## src/hdl/keyed_slot_buffer_unit_macros.svh

```systemverilog
`ifndef KEYED_SLOT_BUFFER_UNIT_MACROS_SVH
`define KEYED_SLOT_BUFFER_UNIT_MACROS_SVH

// same-cycle implication
`define KSB_ASSERT_NOW(lbl, ante, cons) \
	lbl: assert property (@(posedge clk) disable iff (!arst_n) (ante) |-> (cons)) \
		else $error("keyed slot buffer check failed");

// next-cycle implication
`define KSB_ASSERT_NEXT(lbl, ante, cons) \
	lbl: assert property (@(posedge clk) disable iff (!arst_n) (ante) |=> (cons)) \
		else $error("keyed slot buffer check failed");

`endif

```

## src/hdl/ksb_pkg.sv

```systemverilog
package ksb_pkg;

	localparam int SLOT_COUNT   = 16;
	localparam int PAYLOAD_BITS = 64;

	localparam int TX_W   = 16;
	localparam int SRC_W  = 8;
	localparam int KEY_W  = 16;
	localparam int PLD_W  = 64;
	localparam int CFG_W  = 5;

	localparam logic [CFG_W-1:0] SLOTS_RESET = CFG_W'(16);

	typedef enum logic [1:0] {
		ACT_WRITE  = 2'd0,
		ACT_RD_SRC = 2'd1,
		ACT_RD_TX  = 2'd2
	} action_t;

	localparam logic [1:0] ST_WRITTEN = 2'd0;
	localparam logic [1:0] ST_DROPPED = 2'd1;
	localparam logic [1:0] ST_FOUND   = 2'd2;
	localparam logic [1:0] ST_NONE    = 2'd3;

	typedef struct packed {
		logic [TX_W-1:0]         tx_id;
		logic [SRC_W-1:0]        source_id;
		logic [PAYLOAD_BITS-1:0] payload;
	} rec_t;

	typedef struct packed {
		action_t         action;
		rec_t            rec;
		logic [KEY_W-1:0] key;
	} req_t;

	typedef struct packed {
		logic tok;
		logic take;
		logic pass;
		logic stop;
	} cell_st_t;

endpackage

```

## src/hdl/ksb_cell.sv

```systemverilog
module ksb_cell (
	input  logic            clk,
	input  logic            arst_n,
	input  logic            en,
	input  logic            start,
	input  logic            tok_in,
	input  logic            active,
	input  ksb_pkg::req_t   req,
	output ksb_pkg::cell_st_t st,
	output ksb_pkg::rec_t   rd_rec
);
	import ksb_pkg::*;

	logic token_q;
	logic taken_q;
	rec_t rec_q;
	logic fit;
	logic take;

	always_comb begin
		case (req.action)
			ACT_WRITE:  fit = !taken_q;
			ACT_RD_SRC: fit = taken_q && ({{(KEY_W-SRC_W){1'b0}}, rec_q.source_id} == req.key);
			ACT_RD_TX:  fit = taken_q && (rec_q.tx_id == req.key);
			default:    fit = 1'b0;
		endcase
	end

	assign take    = token_q && active && fit;
	assign st.tok  = token_q;
	assign st.take = take;
	assign st.pass = token_q && active && !fit;
	assign st.stop = token_q && !active;

	// only a read hands the record out, so the one-hot or in the top works
	assign rd_rec = (take && req.action != ACT_WRITE) ? rec_q : '0;

	always_ff @(posedge clk or negedge arst_n) begin
		if (!arst_n) begin
			token_q <= 1'b0;
			taken_q <= 1'b0;
		end else begin
			if (start || en) begin
				token_q <= start || tok_in;
			end
			if (en && take) begin
				taken_q <= (req.action == ACT_WRITE);
			end
		end
	end

	always_ff @(posedge clk) begin
		if (en && take && req.action == ACT_WRITE) begin
			rec_q <= req.rec;
		end
	end

endmodule

```

## src/hdl/keyed_slot_buffer_unit.sv

```systemverilog
// Keyed slot buffer: SLOT_COUNT record slots, each in its own cell with an
// occupancy flag. A write goes to the lowest free slot (dropped when none is
// free), a read by source id or transaction id frees and returns the lowest
// occupied slot whose field matches the key. The search is a token that walks
// the row of cells one slot per cycle starting at slot 0; it visits 1 to
// SLOT_COUNT cells, and the cell that decides ends it and its result is
// registered in the output register. A new item is taken the cycle after
// the result lands in the output register, so the block takes no new item
// before it is through with the last one, and a result left waiting in
// the output register freezes the walk of the next item.
// slots_in_use limits the walk to the lowest slots; zero makes every write
// drop and every read miss. Occupancy clears at reset, no clearing pass.
module keyed_slot_buffer_unit (
	input  logic         clk,
	input  logic         arst_n,
	input  logic         s_axis_tvalid,
	output logic         s_axis_tready,
	input  logic [1:0]   s_axis_tuser,  // action
	input  logic [103:0] s_axis_tdata,  // in_tx_id, in_source_id, in_payload, search_key
	output logic         m_axis_tvalid,
	input  logic         m_axis_tready,
	output logic [1:0]   m_axis_tuser,  // status
	output logic [87:0]  m_axis_tdata,  // out_tx_id, out_source_id, out_payload
	input  logic         cfg_valid,
	output logic         cfg_ready,
	input  logic [4:0]   cfg_data       // slots_in_use
);
	import ksb_pkg::*;

	logic [CFG_W-1:0] slots_q;
	logic             busy_q;
	logic             out_valid_q;
	logic [1:0]       out_status_q;
	rec_t             out_rec_q;
	req_t             req_q;

	logic             accept;
	logic             en;
	logic             done;
	logic             hit;
	logic             is_write;
	cell_st_t         st [SLOT_COUNT];
	rec_t             rd_rec [SLOT_COUNT];
	logic [SLOT_COUNT-1:0] tok_vec;
	logic [SLOT_COUNT-1:0] take_vec;
	logic [SLOT_COUNT-1:0] stop_vec;
	rec_t             rd_any;

	assign accept        = s_axis_tvalid && s_axis_tready;
	assign s_axis_tready = !busy_q;
	assign cfg_ready     = 1'b1;
	assign en            = !out_valid_q || m_axis_tready;

	for (genvar g = 0; g < SLOT_COUNT; g++) begin : g_cell
		logic tok_in;
		logic active;
		if (g == 0) begin : g_head
			assign tok_in = 1'b0;
		end else begin : g_link
			assign tok_in = st[g-1].pass;
		end
		assign active = (32'(slots_q) > 32'(g));

		ksb_cell u_cell (
			.clk    (clk),
			.arst_n (arst_n),
			.en     (en),
			.start  ((g == 0) && accept),
			.tok_in (tok_in),
			.active (active),
			.req    (req_q),
			.st     (st[g]),
			.rd_rec (rd_rec[g])
		);

		assign tok_vec[g]  = st[g].tok;
		assign take_vec[g] = st[g].take;
		assign stop_vec[g] = st[g].stop;
	end

	always_comb begin
		rd_any = '0;
		for (int i = 0; i < SLOT_COUNT; i++) begin
			rd_any = rd_any | rd_rec[i];
		end
	end

	assign hit      = |take_vec;
	assign is_write = (req_q.action == ACT_WRITE);
	assign done     = en && (hit || (|stop_vec) || st[SLOT_COUNT-1].pass);

	always_ff @(posedge clk or negedge arst_n) begin
		if (!arst_n) begin
			slots_q     <= SLOTS_RESET;
			busy_q      <= 1'b0;
			out_valid_q <= 1'b0;
		end else begin
			if (cfg_valid && cfg_ready) begin
				slots_q <= cfg_data;
			end
			if (accept) begin
				busy_q <= 1'b1;
			end else if (done) begin
				busy_q <= 1'b0;
			end
			if (done) begin
				out_valid_q <= 1'b1;
			end else if (m_axis_tready) begin
				out_valid_q <= 1'b0;
			end
		end
	end

	always_ff @(posedge clk) begin
		if (accept) begin
			req_q.action            <= action_t'(s_axis_tuser);
			req_q.rec.tx_id         <= s_axis_tdata[15:0];
			req_q.rec.source_id     <= s_axis_tdata[23:16];
			req_q.rec.payload       <= s_axis_tdata[24 +: PAYLOAD_BITS];
			req_q.key               <= s_axis_tdata[103:88];
		end
		if (done) begin
			out_rec_q <= rd_any;
			if (hit) begin
				out_status_q <= is_write ? ST_WRITTEN : ST_FOUND;
			end else begin
				out_status_q <= is_write ? ST_DROPPED : ST_NONE;
			end
		end
	end

	assign m_axis_tvalid        = out_valid_q;
	assign m_axis_tuser         = out_status_q;
	assign m_axis_tdata[15:0]   = out_rec_q.tx_id;
	assign m_axis_tdata[23:16]  = out_rec_q.source_id;
	assign m_axis_tdata[87:24]  = PLD_W'(out_rec_q.payload);

`include "keyed_slot_buffer_unit_macros.svh"

	`KSB_ASSERT_NOW(a_one_token, 1'b1, $onehot0(tok_vec))
	`KSB_ASSERT_NOW(a_one_take, 1'b1, $onehot0(take_vec))
	`KSB_ASSERT_NEXT(a_accept_busy, accept, busy_q && tok_vec[0])
	`KSB_ASSERT_NEXT(a_done_out, done, out_valid_q && !busy_q)

endmodule

```

## config.mk

```make
export PLATFORM = sky130hd
export DESIGN_NAME = keyed_slot_buffer_unit
export DESIGN_NICKNAME = d
export VERILOG_FILES = /design/src/hdl/ksb_pkg.sv /design/src/hdl/ksb_cell.sv /design/src/hdl/keyed_slot_buffer_unit.sv
export VERILOG_INCLUDE_DIRS = /design/src /design/src/hdl
export SDC_FILE = /design/constraint.sdc
export NUM_CORES = 2
export LEC_CHECK = 0
export BUFFER_PORTS_ARGS = -buffer_cell sky130_fd_sc_hd__buf_4
export CAP_MARGIN = 20
export CORE_ASPECT_RATIO = 1.2
export CORE_MARGIN = 2
export CORE_UTILIZATION = 55
export DETAILED_ROUTE_END_ITERATION = 16
export GPL_TIMING_DRIVEN = 1
export PLACE_DENSITY = 0.77
export SETUP_SLACK_MARGIN = 0.2
export SYNTH_ARGS = -nofsm -noshare
export SYNTH_HDL_FRONTEND = slang
export SYNTH_SLANG_ARGS = --single-unit
```

## constraint.sdc

```tcl
create_clock -name clk -period 12.1 [get_ports clk]
set_input_delay 0.605 -clock clk [delete_from_list [all_inputs] [get_ports clk]]
set_output_delay 0.605 -clock clk [all_outputs]
set_load 0.05 [all_outputs]
```

# Word-level counts from Yosys, hierarchy flattened
# Cells that the tools add are included.
totals:
  elab_cells: 402
  out_inout_bits: 93
  in_bits: 116
  register_bits: 1643
op_classes:
  order_cmp: 16
  bitwise_logic: 15
  n_reduce_logical: 206
  n_mux: 39
  n_eq_ne: 34
op_table:
  columns: ["operator", "n"]
  rows:
  - ["88-bit 2-to-1 mux", 16]
  - ["88-bit bitwise OR", 15]
  - ["16-bit == test", 16]
  - ["8-bit by 16-bit == test with 1-bit output", 16]
  - ["1-bit logical AND", 146]
  - ["1-bit zero test", 50]
  - ["1-bit one-hot mux with 3 select lines", 16]
  - ["5-bit by 4-bit > comparator with 1-bit output, second input constant", 8]
  - ["16-bit OR reduction", 2]
  - ["5-bit by 3-bit > comparator with 1-bit output, second input constant", 4]
  - ["5-bit by 1-bit > comparator with 1-bit output, second input constant", 2]
  - ["5-bit by 2-bit > comparator with 1-bit output, second input constant", 2]
  - ["2-bit 2-to-1 mux", 3]
  - ["2-bit nonzero test", 3]
  - ["1-bit logical OR", 4]
  - ["1-bit 2-to-1 mux", 4]
  - ["2-bit by 1-bit == test with 1-bit output, second input constant", 1]
  - ["2-bit == test, second input constant", 1]
  - ["2-bit zero test", 1]

# Longest topological paths before layout
logic_depth:
  depth_word: 21
  depth_mapped: 16
  ltp_nobuf: 11

# By module
# From an unflattened synthesis, not the netlist that was laid out.
unflattened:
  cells_unflattened: 6220
  area_unflattened_um2: 79088.4
modules_own_cells:
  columns: ["mod", "seq_area_each_um2", "area_per_inst_um2", "cells_per_inst", "n_inst"]
  rows:
  - ["ksb_cell", 2692.6, 4369.2, 345, 16]
  - ["keyed_slot_buffer_unit", 6062.1, 9181.3, 700, 1]

# Worst setup path before layout
# OpenSTA, ideal clock, no wires.
synth_timing:
  kind: "reg-to-reg"
  start: "reg req_q[104] (netlist name)"
  end: "reg g_cell[3].u_cell.rec_q[0] (netlist name) (enable)"
  stages_incl_launch_ff: 12
  path_buffers: 3
  arrival_time_ps: 8176
  synth_period_minus_slack_ps: 8821
  slack_ps: 3279
  setup_time_ps: 645
  t_required_ps: 11455
  cell_sequence: "edfxtp_1 -> inv_1 -> ha_1 -> buf_4 -> buf_6 -> buf_4 -> mux2i_1 -> xor2_1 -> nand4_1 -> nor4_1 -> a32oi_1 -> nor3_1"
synth_between:
  elab_chain_cells: 5
  elab_cells_between_ends: 7
  cone_classes: "eq/ne (2); mux (1); reduce/logical (4)"
synth_lines:
  columns: ["element", "line_no", "source"]
  rows:
  - ["from (decl)", "keyed_slot_buffer_unit.sv:35", "req_t req_q;"]
  - ["2-bit == test, or another cell as far along", "ksb_cell.sv:21", "case (req.action)"]
  - ["1-bit one-hot mux with 3 select lines", "ksb_cell.sv:21", null]
  - ["1-bit logical AND", "ksb_cell.sv:29", "assign take = token_q && active && fit;"]
  - ["1-bit logical AND", "ksb_cell.sv:53", "if (en && take && req.action == ACT_WRITE) begin"]
  - ["1-bit logical AND *", "ksb_cell.sv:53", null]
  - ["to (signal assigned)", "ksb_cell.sv:54", "rec_q <= req.rec;"]
  - ["to (decl)", "ksb_cell.sv:16", "rec_t rec_q;"]
# Mark *: on every way between the ends. The rest lies on a longest branch, timed or not.
# A chain may end at the register's enable or synchronous reset.

==> reports/qor.yml <==
outcome:
  status: "completed"
drt:
  wl_per_cell_um: 33.79
  first_iter_violations: 6776
  drt_wl_total_um: 186400
  routed_via_density: 7.084
  drc: 0
  vias: 39080
  drtPass1Iterations: 10
  antenna_left: 0
worst_setup_path:
  cp-start-kind: "flop"
  critical_path.cell_chain: "inv_1, ha_4, buf_12, mux2i_1, xor2_1, nand3_1, or4_1, o32ai_1, nand3_1, nor2_4, buf_4, a222oi_1, nand4_1"
  critPathTopFamily: "simple AND/OR/NAND/NOR gates"
  worstSetupEndpointType: "flop"
  r2r-start: "req_q[104]"
  path_common_cell: "nand3_1"
  crit_path_start: "req_q[104]"
  cp.buffers_inverters: 3
  worst_ep_arrival_time_ps: 7350
  crit_fanout: 84
  worstSetupPathType: "reg2reg"
  worstPathRequired_ps: 12690
  slowest_delay_ps: 960
  slowest_stage: "buf_4"
clocking:
  clock-root-buffer: "clkbuf_16"
  clockBufferDepth: 3
  clkTransAtPathRegs_ps: 60
  clock_latency_ps: 800
  cts_buffers: 153
  cts_hold_buf: 103
  cts_tree: "done"
  cts.sinks: 1643
  postCtsSetupRepairBufs: 0
  post_cts_resize_count: 0
  ctsHtreeMaxLevel: 4
global_route:
  globalRouteMet1Util: 0.4156
  busiest_layer: "met2"
  antenna_found_initial: 3
  use_met3: 0.06785
  grt_pass1_vias: 37770
  overflow: 0
  grt_max_degree: 85
  grt_use_met2: 0.4822
  grt_use_total: 0.3121
  grt_pass1_wl_um: 264000
floorplanning:
  num_rows: 136
  start_util: 0.5547
  die_area_um2: 118200
  die_x_um: 314.2
  core_um2: 114500
  num_io_pins: 209
  fp.dieH_um: 376.3
timing:
  tightestPinTransition_ps: 1197
  grt_setup_unrepaired: "false"
  min_period_ps: 6767
  finalClockSkew_ps: 30.34
  tns_ps: 0
  fin_crit_sh: 0.5593
  fmax_ghz: 0.1478
  drv_slew: 0
  hold_violations: 0
  setup_viol_count_final: 0
  fin_ws_ps: 5333
  max-slew-margin-rel: 0.2019
layout:
  drive_gt1_frac: 0.1373
  syn_to_final_growth_pct: 13.94
  nets: 4002
  layout.cells.non_filler: 5517
  finish.utilization: 0.6320
  nFillCells: 7664
synth:
  synth_nets: 3690
  postSynthCellCount: 3570
  yosysSeqAreaShare: 0.7736
  synth-seq-cells: 1643
  ys_dominant_reg_cell: "edfxtp_1"
  synth_edf_count: 1604
  synth_cell_types: 78
  synthArstFlopShare: 0.02374
  yosys_warnings: 0
  syn_avg_cell_area_um2: 17.79
  syn_area_um2: 63520
pwr:
  p_per_area_nw_per_um2: 162.9
  total_power_mw: 11.79
  leakage_nw: 23.18
  ir_drop_uv: 140.4
placement:
  dp_hpwl_um: 101100
  dp_cells: 5141
  pre_cts_slack_ps: 5634
  portBuffers: 207
  place.gp.congestion: 0.9811
hold_path:
  min_from: "cfg_valid"
  hold_path_class: "in2reg"
run:
  cap_violations: 0
-- worst paths after layout --
path	to	slack [ps]	depth (start not counted)
setup / recovery	m_axis_tdata[16]	5330	13
hold / removal	slots_q[4]	40	2
setup reg to reg	m_axis_tdata[16]	5330	13
hold reg to reg	g_cell[10].u_cell.token_q	500	2
max in group asynchronous	g_cell[0].u_cell.token_q	11360	2
min in group asynchronous	m_axis_tvalid	340	2
-- worst reg2reg max path, cell delays in order (launching register included) --
cell,delay [ps]
edfxtp_1,400
inv_1,200
ha_4,650
buf_12,560
mux2i_1,330
xor2_1,380
nand3_1,120
or4_1,520
o32ai_1,590
nand3_1,430
nor2_4,740
buf_4,980
a222oi_1,290
nand4_1,350
-- power by group --
group	switching, mW	internal [mW]	total [mW]
clock	2.07	2.50	4.57
combinational	0.501	0.203	0.704
sequential	0.140	6.37	6.51
-- cells by family after synthesis --
kind of cell | after synthesis | share of synthesized area
adders and majority gates | 4 | 0.0007879
buffers and inverters | 262 | 0.02058
xor gates and xnor gates | 175 | 0.02413
other | 1 | 0.00005903
AOI/OAI and AO/OA | 893 | 0.1191
muxes | 128 | 0.02023
DFF | 1643 | 0.7736
and+or+nand+nor | 464 | 0.04152
-- layer usage --
metal  vias to the layer above  routed length, um  share of wire
li1                      15720                  -              -
met1                     19410              64440           0.35
met2                      3306              85890           0.46
met3                       644              24680           0.13
met4                         2              11420          0.061
met5                         -                 15       0.000080
-- state kept, by name, summed over array words and instances (netlist names) --
register,flops
m_axis_tuser,2
req_q,106
m_axis_tdata,88
m_axis_tvalid,1
g_cell.u_cell.token_q,16
busy_q,1
slots_q,5
g_cell.u_cell.taken_q,16
g_cell.u_cell.rec_q,1408
-- final cells by class --
type | count | area, um2 | share of cell area
Inverter | 22 | 82.58 | 0.001141
Multi-Input combinational cell | 1665 | 13300 | 0.1837
Clock buffer | 198 | 4050 | 0.05596
Antenna cell | 1 | 2.502 | 0.00003457
Tap cell | 1518 | 1899 | 0.02624
Clock inverter | 73 | 640.6 | 0.008851
Timing Repair Buffer | 397 | 3266 | 0.04512
Sequential cell | 1643 | 49140 | 0.6790
-- placed cells by master (no fill, tap or decap), types with 11 or more instances in the layout --
master / instances
a21oi_1: 25
a221o_1: 90
a221oi_1: 178
a222oi_1: 177
a22o_1: 183
a2bb2oi_1: 11
a31oi_1: 20
buf_4: 290
clkbuf_1: 42
clkbuf_16: 155
clkinv_1: 32
clkinv_2: 16
dfrtp_1: 38
dlygate4sd3_1: 103
edfxtp_1: 1604
inv_1: 20
mux2i_1: 125
nand2_1: 106
nand2b_1: 12
nand3_1: 15
nand4_1: 114
nor2_1: 63
nor2_4: 17
nor2b_1: 14
nor3_1: 11
nor4_1: 23
nor4bb_1: 29
o21ai_0: 100
o22ai_1: 12
xnor2_1: 127
xor2_1: 48
-- through the flow --
step,area (um2),hold slack (ps)
final,72380,36.72
after global routing,72380,17.54
after CTS,72370,1.443
after detailed placement,66640,493.4
after global placement,66620,487.0
after floorplan,63520,309.4
-- Yosys cell counts (all sizes together) (7+ instances only) --
library cell | n | area, um2
a31oi | 20 | 125.1
a22oi | 10 | 75.07
nand2 | 106 | 397.9
nor4 | 29 | 245.2
edfxtp | 1604 | 48170
a221oi | 178 | 1559
nor3 | 16 | 100.1
nand4 | 114 | 713.2
o22ai | 12 | 75.07
mux2i | 125 | 1251
buf | 169 | 958.4
and3 | 8 | 50.05
o31ai | 8 | 60.06
nor4bb | 29 | 290.3
and2 | 11 | 68.82
inv | 21 | 78.82
a2bb2oi | 11 | 96.34
a21boi | 7 | 52.55
nor2b | 16 | 100.1
o21ai | 101 | 505.5
nand2b | 12 | 75.07
nand3 | 15 | 75.07
a22o | 183 | 1603
a32oi | 10 | 87.58
a2111oi | 7 | 67.56
nor2 | 80 | 307.8
a21o | 7 | 52.55
a21oi | 26 | 133.9
a221o | 90 | 900.9
dfrtp | 38 | 950.9
clkbuf | 71 | 266.5
a31o | 7 | 61.31
xnor2 | 127 | 1112
a222oi | 177 | 1772
xor2 | 48 | 420.4
No activity file was read; power rests on OpenSTA's default activity.
